`src/sv/pmd_pkg.sv`:
```
// Shared types and constants for the direct polynomial multiplier.
`timescale 1ns / 1ps

package pmd_pkg;

    localparam int MAX_LEN_DEF = 64;
    localparam int COEF_W      = 16;
    localparam int PROD_W      = 2 * COEF_W;
    localparam int ACC_W       = 38;
    localparam int IDX_W       = 7;
    localparam int CNT_W       = 7;

    typedef struct packed {
        logic signed [COEF_W-1:0] coef_a;
        logic signed [COEF_W-1:0] coef_b;
        logic                     last_pair;
    } in_t;

    typedef struct packed {
        logic signed [ACC_W-1:0] product_coeff;
        logic [IDX_W-1:0]        coeff_index;
        logic                    last_result;
    } out_t;

    typedef enum logic [1:0] {
        ST_IDLE,
        ST_ISSUE,
        ST_FINISH
    } state_t;

    typedef struct packed {
        logic issue;
        logic clear;
    } mac_ctl_t;

    typedef struct packed {
        logic             load;
        logic [IDX_W-1:0] index;
        logic             last;
    } emit_t;

endpackage

```
`src/sv/pmd_ram.sv`:
```
// Generic single-write, single-read RAM with registered read data.
`timescale 1ns / 1ps

module pmd_ram #(
    parameter int WIDTH = 16,
    parameter int DEPTH = 64,
    localparam int AW = (DEPTH > 1) ? $clog2(DEPTH) : 1
) (
    input  logic             aclk,
    input  logic             wr_en,
    input  logic [AW-1:0]    wr_addr,
    input  logic [WIDTH-1:0] wr_data,
    input  logic [AW-1:0]    rd_addr,
    output logic [WIDTH-1:0] rd_data
);

    logic [WIDTH-1:0] mem [DEPTH];
    logic [WIDTH-1:0] rd_data_reg;

    always_ff @(posedge aclk) begin
        if (wr_en) begin
            mem[wr_addr] <= wr_data;
        end
        rd_data_reg <= mem[rd_addr];
    end

    assign rd_data = rd_data_reg;

endmodule

```
`src/sv/pmd_mac.sv`:
```
// Shared multiply-accumulate pipeline: product register, then accumulator.
`timescale 1ns / 1ps

module pmd_mac (
    input  logic                                aclk,
    input  logic                                aresetn,
    input  pmd_pkg::mac_ctl_t                   ctl,
    input  logic signed [pmd_pkg::COEF_W-1:0]   a_data,
    input  logic signed [pmd_pkg::COEF_W-1:0]   b_data,
    output logic                                busy,
    output logic signed [pmd_pkg::ACC_W-1:0]    acc
);

    import pmd_pkg::*;

    logic                     rd_vld_reg;
    logic                     prod_vld_reg;
    logic signed [PROD_W-1:0] prod_reg;
    logic signed [PROD_W-1:0] prod_next;
    logic signed [ACC_W-1:0]  acc_reg;
    logic signed [ACC_W-1:0]  acc_next;

    assign prod_next = a_data * b_data;

    always_comb begin
        acc_next = acc_reg;
        if (ctl.clear) begin
            acc_next = '0;
        end else if (prod_vld_reg) begin
            acc_next = acc_reg + ACC_W'(prod_reg);
        end
    end

    always_ff @(posedge aclk) begin
        if (!aresetn) begin
            rd_vld_reg   <= 1'b0;
            prod_vld_reg <= 1'b0;
        end else begin
            rd_vld_reg   <= ctl.issue;
            prod_vld_reg <= rd_vld_reg;
        end
    end

    always_ff @(posedge aclk) begin
        prod_reg <= prod_next;
        acc_reg  <= acc_next;
    end

    assign busy = rd_vld_reg | prod_vld_reg;
    assign acc  = acc_reg;

    a_clear_idle: assert property (@(posedge aclk) disable iff (!aresetn)
        ctl.clear |-> !busy)
        else $error("Accumulator cleared while terms are in flight.");

    a_issue_flows: assert property (@(posedge aclk) disable iff (!aresetn)
        ctl.issue |=> ##1 prod_vld_reg)
        else $error("Issued term did not reach the product stage.");

endmodule

```
`src/sv/pmd_ctrl.sv`:
```
// Sequencer: stores operand pairs and steps the shared MAC over each coefficient.
`timescale 1ns / 1ps

module pmd_ctrl #(
    parameter int MAX_LEN = pmd_pkg::MAX_LEN_DEF,
    localparam int AW = (MAX_LEN > 1) ? $clog2(MAX_LEN) : 1
) (
    input  logic               aclk,
    input  logic               aresetn,
    input  logic               s_valid,
    output logic               s_ready,
    input  logic               last_pair,
    output logic               wr_en,
    output logic [AW-1:0]      wr_addr,
    output logic [AW-1:0]      rd_addr_a,
    output logic [AW-1:0]      rd_addr_b,
    output pmd_pkg::mac_ctl_t  mac_ctl,
    input  logic               mac_busy,
    input  logic               out_free,
    output pmd_pkg::emit_t     emit
);

    import pmd_pkg::*;

    state_t           state_reg, state_next;
    logic [CNT_W-1:0] pair_count_reg, pair_count_next;
    logic [CNT_W-1:0] n_reg, n_next;
    logic             ends_reg, ends_next;
    logic [IDX_W-1:0] k_reg, k_next;
    logic [CNT_W-1:0] i_reg, i_next;
    logic [CNT_W-1:0] hi_reg, hi_next;

    logic             accept;
    logic [CNT_W-1:0] j;
    logic [CNT_W-1:0] n_new;
    logic             ends_new;
    logic [IDX_W-1:0] b_idx;
    logic [IDX_W:0]   final_k;
    logic             is_final;
    logic             can_emit;
    logic             more;
    logic [CNT_W:0]   tail_lo;

    assign accept   = s_valid && s_ready;
    assign j        = (pair_count_reg >= CNT_W'(MAX_LEN)) ? '0 : pair_count_reg;
    assign n_new    = j + CNT_W'(1);
    assign ends_new = last_pair || (n_new >= CNT_W'(MAX_LEN));
    assign b_idx    = k_reg - IDX_W'(i_reg);
    assign final_k  = {n_reg, 1'b0} - (IDX_W+1)'(2);
    assign is_final = ends_reg && ({1'b0, k_reg} == final_k);
    assign can_emit = !mac_busy && out_free;
    assign more     = ends_reg && !is_final;
    assign tail_lo  = {1'b0, k_reg} + (CNT_W+1)'(2) - {1'b0, n_reg};

    always_comb begin
        state_next = state_reg;
        unique case (state_reg)
            ST_IDLE: begin
                if (accept) begin
                    state_next = ST_ISSUE;
                end
            end
            ST_ISSUE: begin
                if (i_reg == hi_reg) begin
                    state_next = ST_FINISH;
                end
            end
            ST_FINISH: begin
                if (can_emit) begin
                    state_next = more ? ST_ISSUE : ST_IDLE;
                end
            end
            default: state_next = ST_IDLE;
        endcase
    end

    always_comb begin
        pair_count_next = pair_count_reg;
        n_next          = n_reg;
        ends_next       = ends_reg;
        k_next          = k_reg;
        i_next          = i_reg;
        hi_next         = hi_reg;
        unique case (state_reg)
            ST_IDLE: begin
                if (accept) begin
                    pair_count_next = ends_new ? '0 : n_new;
                    n_next          = n_new;
                    ends_next       = ends_new;
                    k_next          = IDX_W'(j);
                    i_next          = '0;
                    hi_next         = j;
                end
            end
            ST_ISSUE: begin
                if (i_reg != hi_reg) begin
                    i_next = i_reg + CNT_W'(1);
                end
            end
            ST_FINISH: begin
                if (can_emit && more) begin
                    k_next  = k_reg + IDX_W'(1);
                    i_next  = tail_lo[CNT_W-1:0];
                    hi_next = n_reg - CNT_W'(1);
                end
            end
            default: ;
        endcase
    end

    always_comb begin
        s_ready       = (state_reg == ST_IDLE);
        wr_en         = accept;
        wr_addr       = j[AW-1:0];
        rd_addr_a     = i_reg[AW-1:0];
        rd_addr_b     = b_idx[AW-1:0];
        mac_ctl.issue = (state_reg == ST_ISSUE);
        mac_ctl.clear = accept || ((state_reg == ST_FINISH) && can_emit && more);
        emit.load     = (state_reg == ST_FINISH) && can_emit;
        emit.index    = k_reg;
        emit.last     = is_final;
    end

    always_ff @(posedge aclk) begin
        if (!aresetn) begin
            state_reg      <= ST_IDLE;
            pair_count_reg <= '0;
        end else begin
            state_reg      <= state_next;
            pair_count_reg <= pair_count_next;
        end
    end

    always_ff @(posedge aclk) begin
        n_reg    <= n_next;
        ends_reg <= ends_next;
        k_reg    <= k_next;
        i_reg    <= i_next;
        hi_reg   <= hi_next;
    end

    a_count_range: assert property (@(posedge aclk) disable iff (!aresetn)
        pair_count_reg < CNT_W'(MAX_LEN))
        else $error("Pair count left the store range.");

    a_b_in_range: assert property (@(posedge aclk) disable iff (!aresetn)
        (state_reg == ST_ISSUE) |-> (b_idx < IDX_W'(n_reg)) && (i_reg < n_reg))
        else $error("Operand read outside the stored pairs.");

    a_final_clears: assert property (@(posedge aclk) disable iff (!aresetn)
        emit.load && emit.last |-> pair_count_reg == '0)
        else $error("Final coefficient emitted with pairs still counted.");

endmodule

```
`src/sv/polynomial_multiply_direct_unit.sv`:
```
// Top level of the direct polynomial multiplier.
`timescale 1ns / 1ps

// Usage:
// The s_ channel takes one beat per coefficient pair (coef_a, coef_b, last_pair).
// Pair j is stored and the block returns c_j on the m_ channel. On the beat with
// last_pair set, or on the beat that fills the store of MAX_LEN pairs, it also
// returns c_n .. c_(2n-2), and the final coefficient carries last_result.
// Every coefficient is summed by one multiply-accumulate, one product per cycle:
// its terms pass the address, read, multiply and accumulate stages before the
// sum reaches the output register. A beat that does not end the operands is done
// once c_j is loaded; the ending beat then goes on to the tail coefficients.
// s_ready is high only between items; one item is worked on at a time.
// When the receiver stalls, the finished coefficient waits in the output register
// and the sequencer holds; a new pair may still be accepted once the work is done.
// Reset clears the pair count and empties the output register; the operand
// stores are not cleared and need no clearing pass.
module polynomial_multiply_direct_unit #(
    parameter int MAX_LEN = pmd_pkg::MAX_LEN_DEF
) (
    input  logic          aclk,
    input  logic          aresetn,
    input  logic          s_valid,
    output logic          s_ready,
    input  pmd_pkg::in_t  s_data,
    output logic          m_valid,
    input  logic          m_ready,
    output pmd_pkg::out_t m_data
);

    import pmd_pkg::*;

    localparam int AW = (MAX_LEN > 1) ? $clog2(MAX_LEN) : 1;

    logic                     wr_en;
    logic [AW-1:0]            wr_addr;
    logic [AW-1:0]            rd_addr_a;
    logic [AW-1:0]            rd_addr_b;
    logic [COEF_W-1:0]        a_data;
    logic [COEF_W-1:0]        b_data;
    mac_ctl_t                 mac_ctl;
    logic                     mac_busy;
    logic signed [ACC_W-1:0]  acc;
    emit_t                    emit;
    logic                     out_free;

    logic m_valid_reg, m_valid_next;
    out_t m_data_reg, m_data_next;

    pmd_ram #(.WIDTH(COEF_W), .DEPTH(MAX_LEN)) u_store_a (
        .aclk    (aclk),
        .wr_en   (wr_en),
        .wr_addr (wr_addr),
        .wr_data (s_data.coef_a),
        .rd_addr (rd_addr_a),
        .rd_data (a_data)
    );

    pmd_ram #(.WIDTH(COEF_W), .DEPTH(MAX_LEN)) u_store_b (
        .aclk    (aclk),
        .wr_en   (wr_en),
        .wr_addr (wr_addr),
        .wr_data (s_data.coef_b),
        .rd_addr (rd_addr_b),
        .rd_data (b_data)
    );

    pmd_ctrl #(.MAX_LEN(MAX_LEN)) u_ctrl (
        .aclk      (aclk),
        .aresetn   (aresetn),
        .s_valid   (s_valid),
        .s_ready   (s_ready),
        .last_pair (s_data.last_pair),
        .wr_en     (wr_en),
        .wr_addr   (wr_addr),
        .rd_addr_a (rd_addr_a),
        .rd_addr_b (rd_addr_b),
        .mac_ctl   (mac_ctl),
        .mac_busy  (mac_busy),
        .out_free  (out_free),
        .emit      (emit)
    );

    pmd_mac u_mac (
        .aclk    (aclk),
        .aresetn (aresetn),
        .ctl     (mac_ctl),
        .a_data  (a_data),
        .b_data  (b_data),
        .busy    (mac_busy),
        .acc     (acc)
    );

    assign out_free = !m_valid_reg || m_ready;

    always_comb begin
        m_valid_next = m_valid_reg;
        m_data_next  = m_data_reg;
        if (emit.load) begin
            m_valid_next              = 1'b1;
            m_data_next.product_coeff = acc;
            m_data_next.coeff_index   = emit.index;
            m_data_next.last_result   = emit.last;
        end else if (m_ready) begin
            m_valid_next = 1'b0;
        end
    end

    always_ff @(posedge aclk) begin
        if (!aresetn) begin
            m_valid_reg <= 1'b0;
        end else begin
            m_valid_reg <= m_valid_next;
        end
    end

    always_ff @(posedge aclk) begin
        m_data_reg <= m_data_next;
    end

    assign m_valid = m_valid_reg;
    assign m_data  = m_data_reg;

    a_busy_after_accept: assert property (@(posedge aclk) disable iff (!aresetn)
        (s_valid && s_ready) |=> !s_ready)
        else $error("Sequencer took no time after a beat was accepted.");

    a_no_overwrite: assert property (@(posedge aclk) disable iff (!aresetn)
        emit.load |-> !m_valid_reg || m_ready)
        else $error("Coefficient loaded over a pending result.");

endmodule

```
`config.mk`:
```
export PLATFORM = sky130hd
export DESIGN_NAME = polynomial_multiply_direct_unit
export DESIGN_NICKNAME = d
export VERILOG_FILES = /design/src/sv/pmd_pkg.sv /design/src/sv/pmd_ram.sv /design/src/sv/pmd_mac.sv /design/src/sv/pmd_ctrl.sv /design/src/sv/polynomial_multiply_direct_unit.sv
export SDC_FILE = /design/constraint.sdc
export NUM_CORES = 2
export LEC_CHECK = 0
export BUFFER_PORTS_ARGS = -buffer_cell sky130_fd_sc_hd__buf_2
export CORE_MARGIN = 4
export CORE_UTILIZATION = 65
export CTS_BUF_LIST = sky130_fd_sc_hd__clkbuf_8
export DETAILED_ROUTE_END_ITERATION = 12
export PLACE_DENSITY = 0.8
export SLEW_MARGIN = 25
export SYNTH_ARGS = -nofsm -noshare
export SYNTH_HDL_FRONTEND = slang
export SYNTH_SLANG_ARGS = --single-unit
export TNS_END_PERCENT = 30
```
`constraint.sdc`:
```
create_clock -name aclk -period 14.5 [get_ports aclk]
set_clock_uncertainty 0.2 [all_clocks]
set_input_delay 2.175 -clock aclk [delete_from_list [all_inputs] [get_ports aclk]]
set_output_delay 2.175 -clock aclk [all_outputs]
set_load 0.005 [all_outputs]
```
==> results list <==
* Number of buffers created by CTS: 357
* Count of routing violations after the opening detailed-route iteration: 6198
- Data on the critical path arrives at its endpoint at 7.78 ns.
- Post-synthesis cell type count: 70
- Worst slew margin relative to its limit: 0.253
- Highest fanout seen on the critical path: 16
- Fin crit period: 7.08 ns
- Synthesized Nets: 5758
* Depth of the worst register-to-register path: 22
- Layout-stage area growth over the synthesis result: 10.0%
* Peak per-stage delay on the critical path: 0.90 ns
- Mean routed wirelength per cell: 29.8 um
- For this run, design rule violations remaining after detail routing come to 0.
* Post-CTS Setup Repair Bufs: 0
* Final estimated routing congestion in global placement: 0.836
* Share of the clock period used by the worst path after layout: 0.488
- In the final design database the tool counted 6053 nets.
- In this run, post-CTS hold repair placed 0 buffers.
- Die outline width: 393 um
- Startpoint of the lowest-slack hold path: u_mac.rd_vld_reg
- The initialized floorplan defines 141 standard-cell rows.
- By count the netlist is led by sky130_fd_sc_hd__edfxtp_1 (2123), sky130_fd_sc_hd__mux4_2 (448), sky130_fd_sc_hd__inv_1 (338), sky130_fd_sc_hd__mux2i_1 (298), sky130_fd_sc_hd__fa_1 (265).
- The setup path with the least slack is of type register to register.
* Die Y-Extent: 393 um
- Max Cap Violations: 0
* Average size of a mapped cell: 18.2 um2
* Share of the synthesized area in the top cell type: 0.661
* Clock tree sinks: 2237
* Cell accounting for the most synthesized area: sky130_fd_sc_hd__edfxtp_1
- The signal on the critical path passes through and2_1 > fa_1 > inv_1 > fa_1 > fa_1 > inv_1 > fa_1 > fa_1 > inv_1 > fa_1 > inv_1 > ha_1 > a21o_1 > a21o_1 > a21oi_2 > and3b_1 > a211oi_1 > a2111oi_4 > nor3_1 > or3_1 > a21oi_1 > xnor2_1.
- In this design, the critical path's most frequently occurring cell is sky130_fd_sc_hd__fa_1.
* Worst-skew pair later-pin latency: 1.04 ns
- The total count of max-transition violations in the final report came to 0.
- STA classifies the critical path startpoint as a register.
* Worst hold path cell count: 1
* Setup tns final: 0 ns
- The detail route stage leaves a number of antenna-violating nets equal to 0.
* GR Util All Layers: 0.309
- For this run, the detailed router's first-pass iteration total came to 6.
* Remaining global-route overflow: 0
- Once detailed placement completed, the half-perimeter wirelength came to 127000 um.
- The final hold violation count came to 0.
- The synthesized design contains 2123 enable-type register cells.
* Core Footprint: 148000 um2
* Total via count after detailed routing: 51700
- Clk buf depth: 4
* Count of buffers from port buffering: 84
* Share of final-layout standard cells stronger than drive strength 1: 0.196
* Ys flop type: sky130_fd_sc_hd__edfxtp_1
* RSZ-0062 raised after global routing: no
- Global-route wire length before repair: 344000 um
- Path class of the lowest-slack min-delay path: register to register
- 85 I/O pins were placed.
* Vias in the first global route: 53000
- Peak Freq: 141 MHz
- The flow ran to the end, and the final reports show no timing, DRC or antenna violations.
* Register-to-register setup slack: 7.42 ns
* Effective utilization at floorplan: 0.653
- TritonCTS built the clock tree.
- The most common cell in the synthesized netlist is sky130_fd_sc_hd__edfxtp_1.
- Ranking of synthesized cells by area: sky130_fd_sc_hd__edfxtp_1 (66%), sky130_fd_sc_hd__mux4_2 (10%), sky130_fd_sc_hd__fa_1 (5.5%), sky130_fd_sc_hd__mux2i_1 (3.1%), sky130_fd_sc_hd__dfxtp_1 (2.4%)
- Entering global routing, the biggest net connects 136 pins.
- Share of synthesized registers carrying an async set or reset: 0
- Via density per instance: 6.62
- Total Die Area: 155000 um2
* Number of register bits inferred by synthesis: 2237
- Once layout is complete, the utilization of the core stands at 0.719.
* Filler cell count: 8581
* Post-synthesis cell area: 96400 um2
- H-Tree Depth: 5
* Initial antenna violation count: 3
- Count of instances resized after the clock tree is built: 0
- The worst setup path is captured at a register.
* Finish-stage setup viols: 0
- Crit. Startpoint: u_store_b.rd_data[4]
- FF-to-FF Start: u_store_b.rd_data[4]
- The Yosys step of the flow raised 0 warnings.
- Data required time of the worst path: 15.21 ns
- Gate count of the mapped netlist: 5313
* Portion of the post-synthesis area used by sequential elements: 0.685
- Final hold slack: 0.262 ns
* Clock tree root driver cell: sky130_fd_sc_hd__clkbuf_8
* Clock Pin Slew Worst Setup and Hold Paths: 0.07 ns
- Total wire length: 232000 um
* Slew at the pin with the worst max-slew slack: 1.12 ns
- Cell with the biggest individual delay on the critical path: sky130_fd_sc_hd__dfxtp_1
-- kinds of logic after synthesis --
| logic type | synth area share |
|---|---|
| DFF | 0.685 |
| muxes | 0.136 |
| and+or+nand+nor | 0.0325 |
| buffers and inverters | 0.0236 |
| AOI/OAI and AO/OA | 0.0400 |
| adders and majority gates | 0.0736 |
| xor gates and xnor gates | 0.00998 |
-- cell usage in the layout, fill, tap and decap left out, types with 8 or more instances in the layout --
| cell | count |
|---|---|
| sky130_fd_sc_hd__edfxtp_1 | 2123 |
| sky130_fd_sc_hd__dfxtp_1 | 113 |
| sky130_fd_sc_hd__clkinv_2 | 36 |
| sky130_fd_sc_hd__o21a_1 | 11 |
| sky130_fd_sc_hd__buf_4 | 119 |
| sky130_fd_sc_hd__a21boi_0 | 8 |
| sky130_fd_sc_hd__mux2i_1 | 298 |
| sky130_fd_sc_hd__nor3_1 | 48 |
| sky130_fd_sc_hd__o221ai_1 | 128 |
| sky130_fd_sc_hd__and3_1 | 9 |
| sky130_fd_sc_hd__nand2b_1 | 17 |
| sky130_fd_sc_hd__a21oi_1 | 178 |
| sky130_fd_sc_hd__and2_1 | 127 |
| sky130_fd_sc_hd__xnor2_1 | 74 |
| sky130_fd_sc_hd__ha_1 | 142 |
| sky130_fd_sc_hd__clkinvlp_4 | 9 |
| sky130_fd_sc_hd__fa_1 | 264 |
| sky130_fd_sc_hd__o21ai_0 | 29 |
| sky130_fd_sc_hd__nor2_4 | 64 |
| sky130_fd_sc_hd__buf_12 | 9 |
| sky130_fd_sc_hd__nand3_1 | 29 |
| sky130_fd_sc_hd__o22ai_1 | 74 |
| sky130_fd_sc_hd__inv_1 | 462 |
| sky130_fd_sc_hd__nand2_1 | 177 |
| sky130_fd_sc_hd__a21o_1 | 37 |
| sky130_fd_sc_hd__buf_2 | 55 |
| sky130_fd_sc_hd__mux4_2 | 448 |
| sky130_fd_sc_hd__xor2_1 | 31 |
| sky130_fd_sc_hd__o21bai_1 | 12 |
| sky130_fd_sc_hd__nor2b_1 | 31 |
| sky130_fd_sc_hd__nor2_1 | 124 |
| sky130_fd_sc_hd__a211oi_1 | 44 |
| sky130_fd_sc_hd__clkinv_1 | 70 |
| sky130_fd_sc_hd__clkbuf_8 | 373 |
-- worst max-delay path: cells and delay by family, from the launching register on --
kind	cells	cell delay [ns]
xor+xnor	1	0.15
fa+ha+maj	7	3.12
compound gates	6	1.37
flops	1	0.90
simple gates	4	0.95
buf+inv	4	0.23
-- layout make-up --
cell class                      instances  area [um2]  area share
Sequential cell                      2237       66000       0.622
Multi-Input combinational cell       2487       28700       0.270
Clock buffer                          373        5130      0.0484
Tap cell                             1930        2410      0.0228
Timing Repair Buffer                  186        1420      0.0133
Inverter                              339        1270      0.0120
Clock inverter                        247        1140      0.0108
Antenna cell                            4        10.0   0.0000943
-- path summary, 6_finish.rpt --
kind	end
worst max register to register	u_mac.prod_reg[30]
worst min-delay path	u_mac.prod_vld_reg
worst min register to register	u_mac.prod_vld_reg
worst max-delay path	u_mac.prod_reg[30]
-- stage by stage --
| step | setup WS, ns | std cells | cell area, um2 |
|---|---|---|---|
| CTS | 7.42 | 7797 | 106000 |
| global placement | 7.58 | 7174 | 99600 |
| floorplan | 8.19 | 5313 | 96400 |
| detailed placement | 7.47 | 7177 | 99700 |
| finish | 7.42 | 7803 | 106000 |
| global route | 7.06 | 7802 | 106000 |
-- layer usage --
| metal | track usage | routed length (um) | up-vias |
|---|---|---|---|
| met1 | 0.431 | 85200 | 26400 |
| li1 | - | - | 21400 |
| met4 | 0.130 | 9950 | 0 |
| met5 | 0 | 0 | - |
| met3 | 0.0704 | 26300 | 483 |
| met2 | 0.480 | 111000 | 3363 |
Power is not shown: default switching activity piles up to over one toggle a cycle in this logic, so the estimate is an artifact.
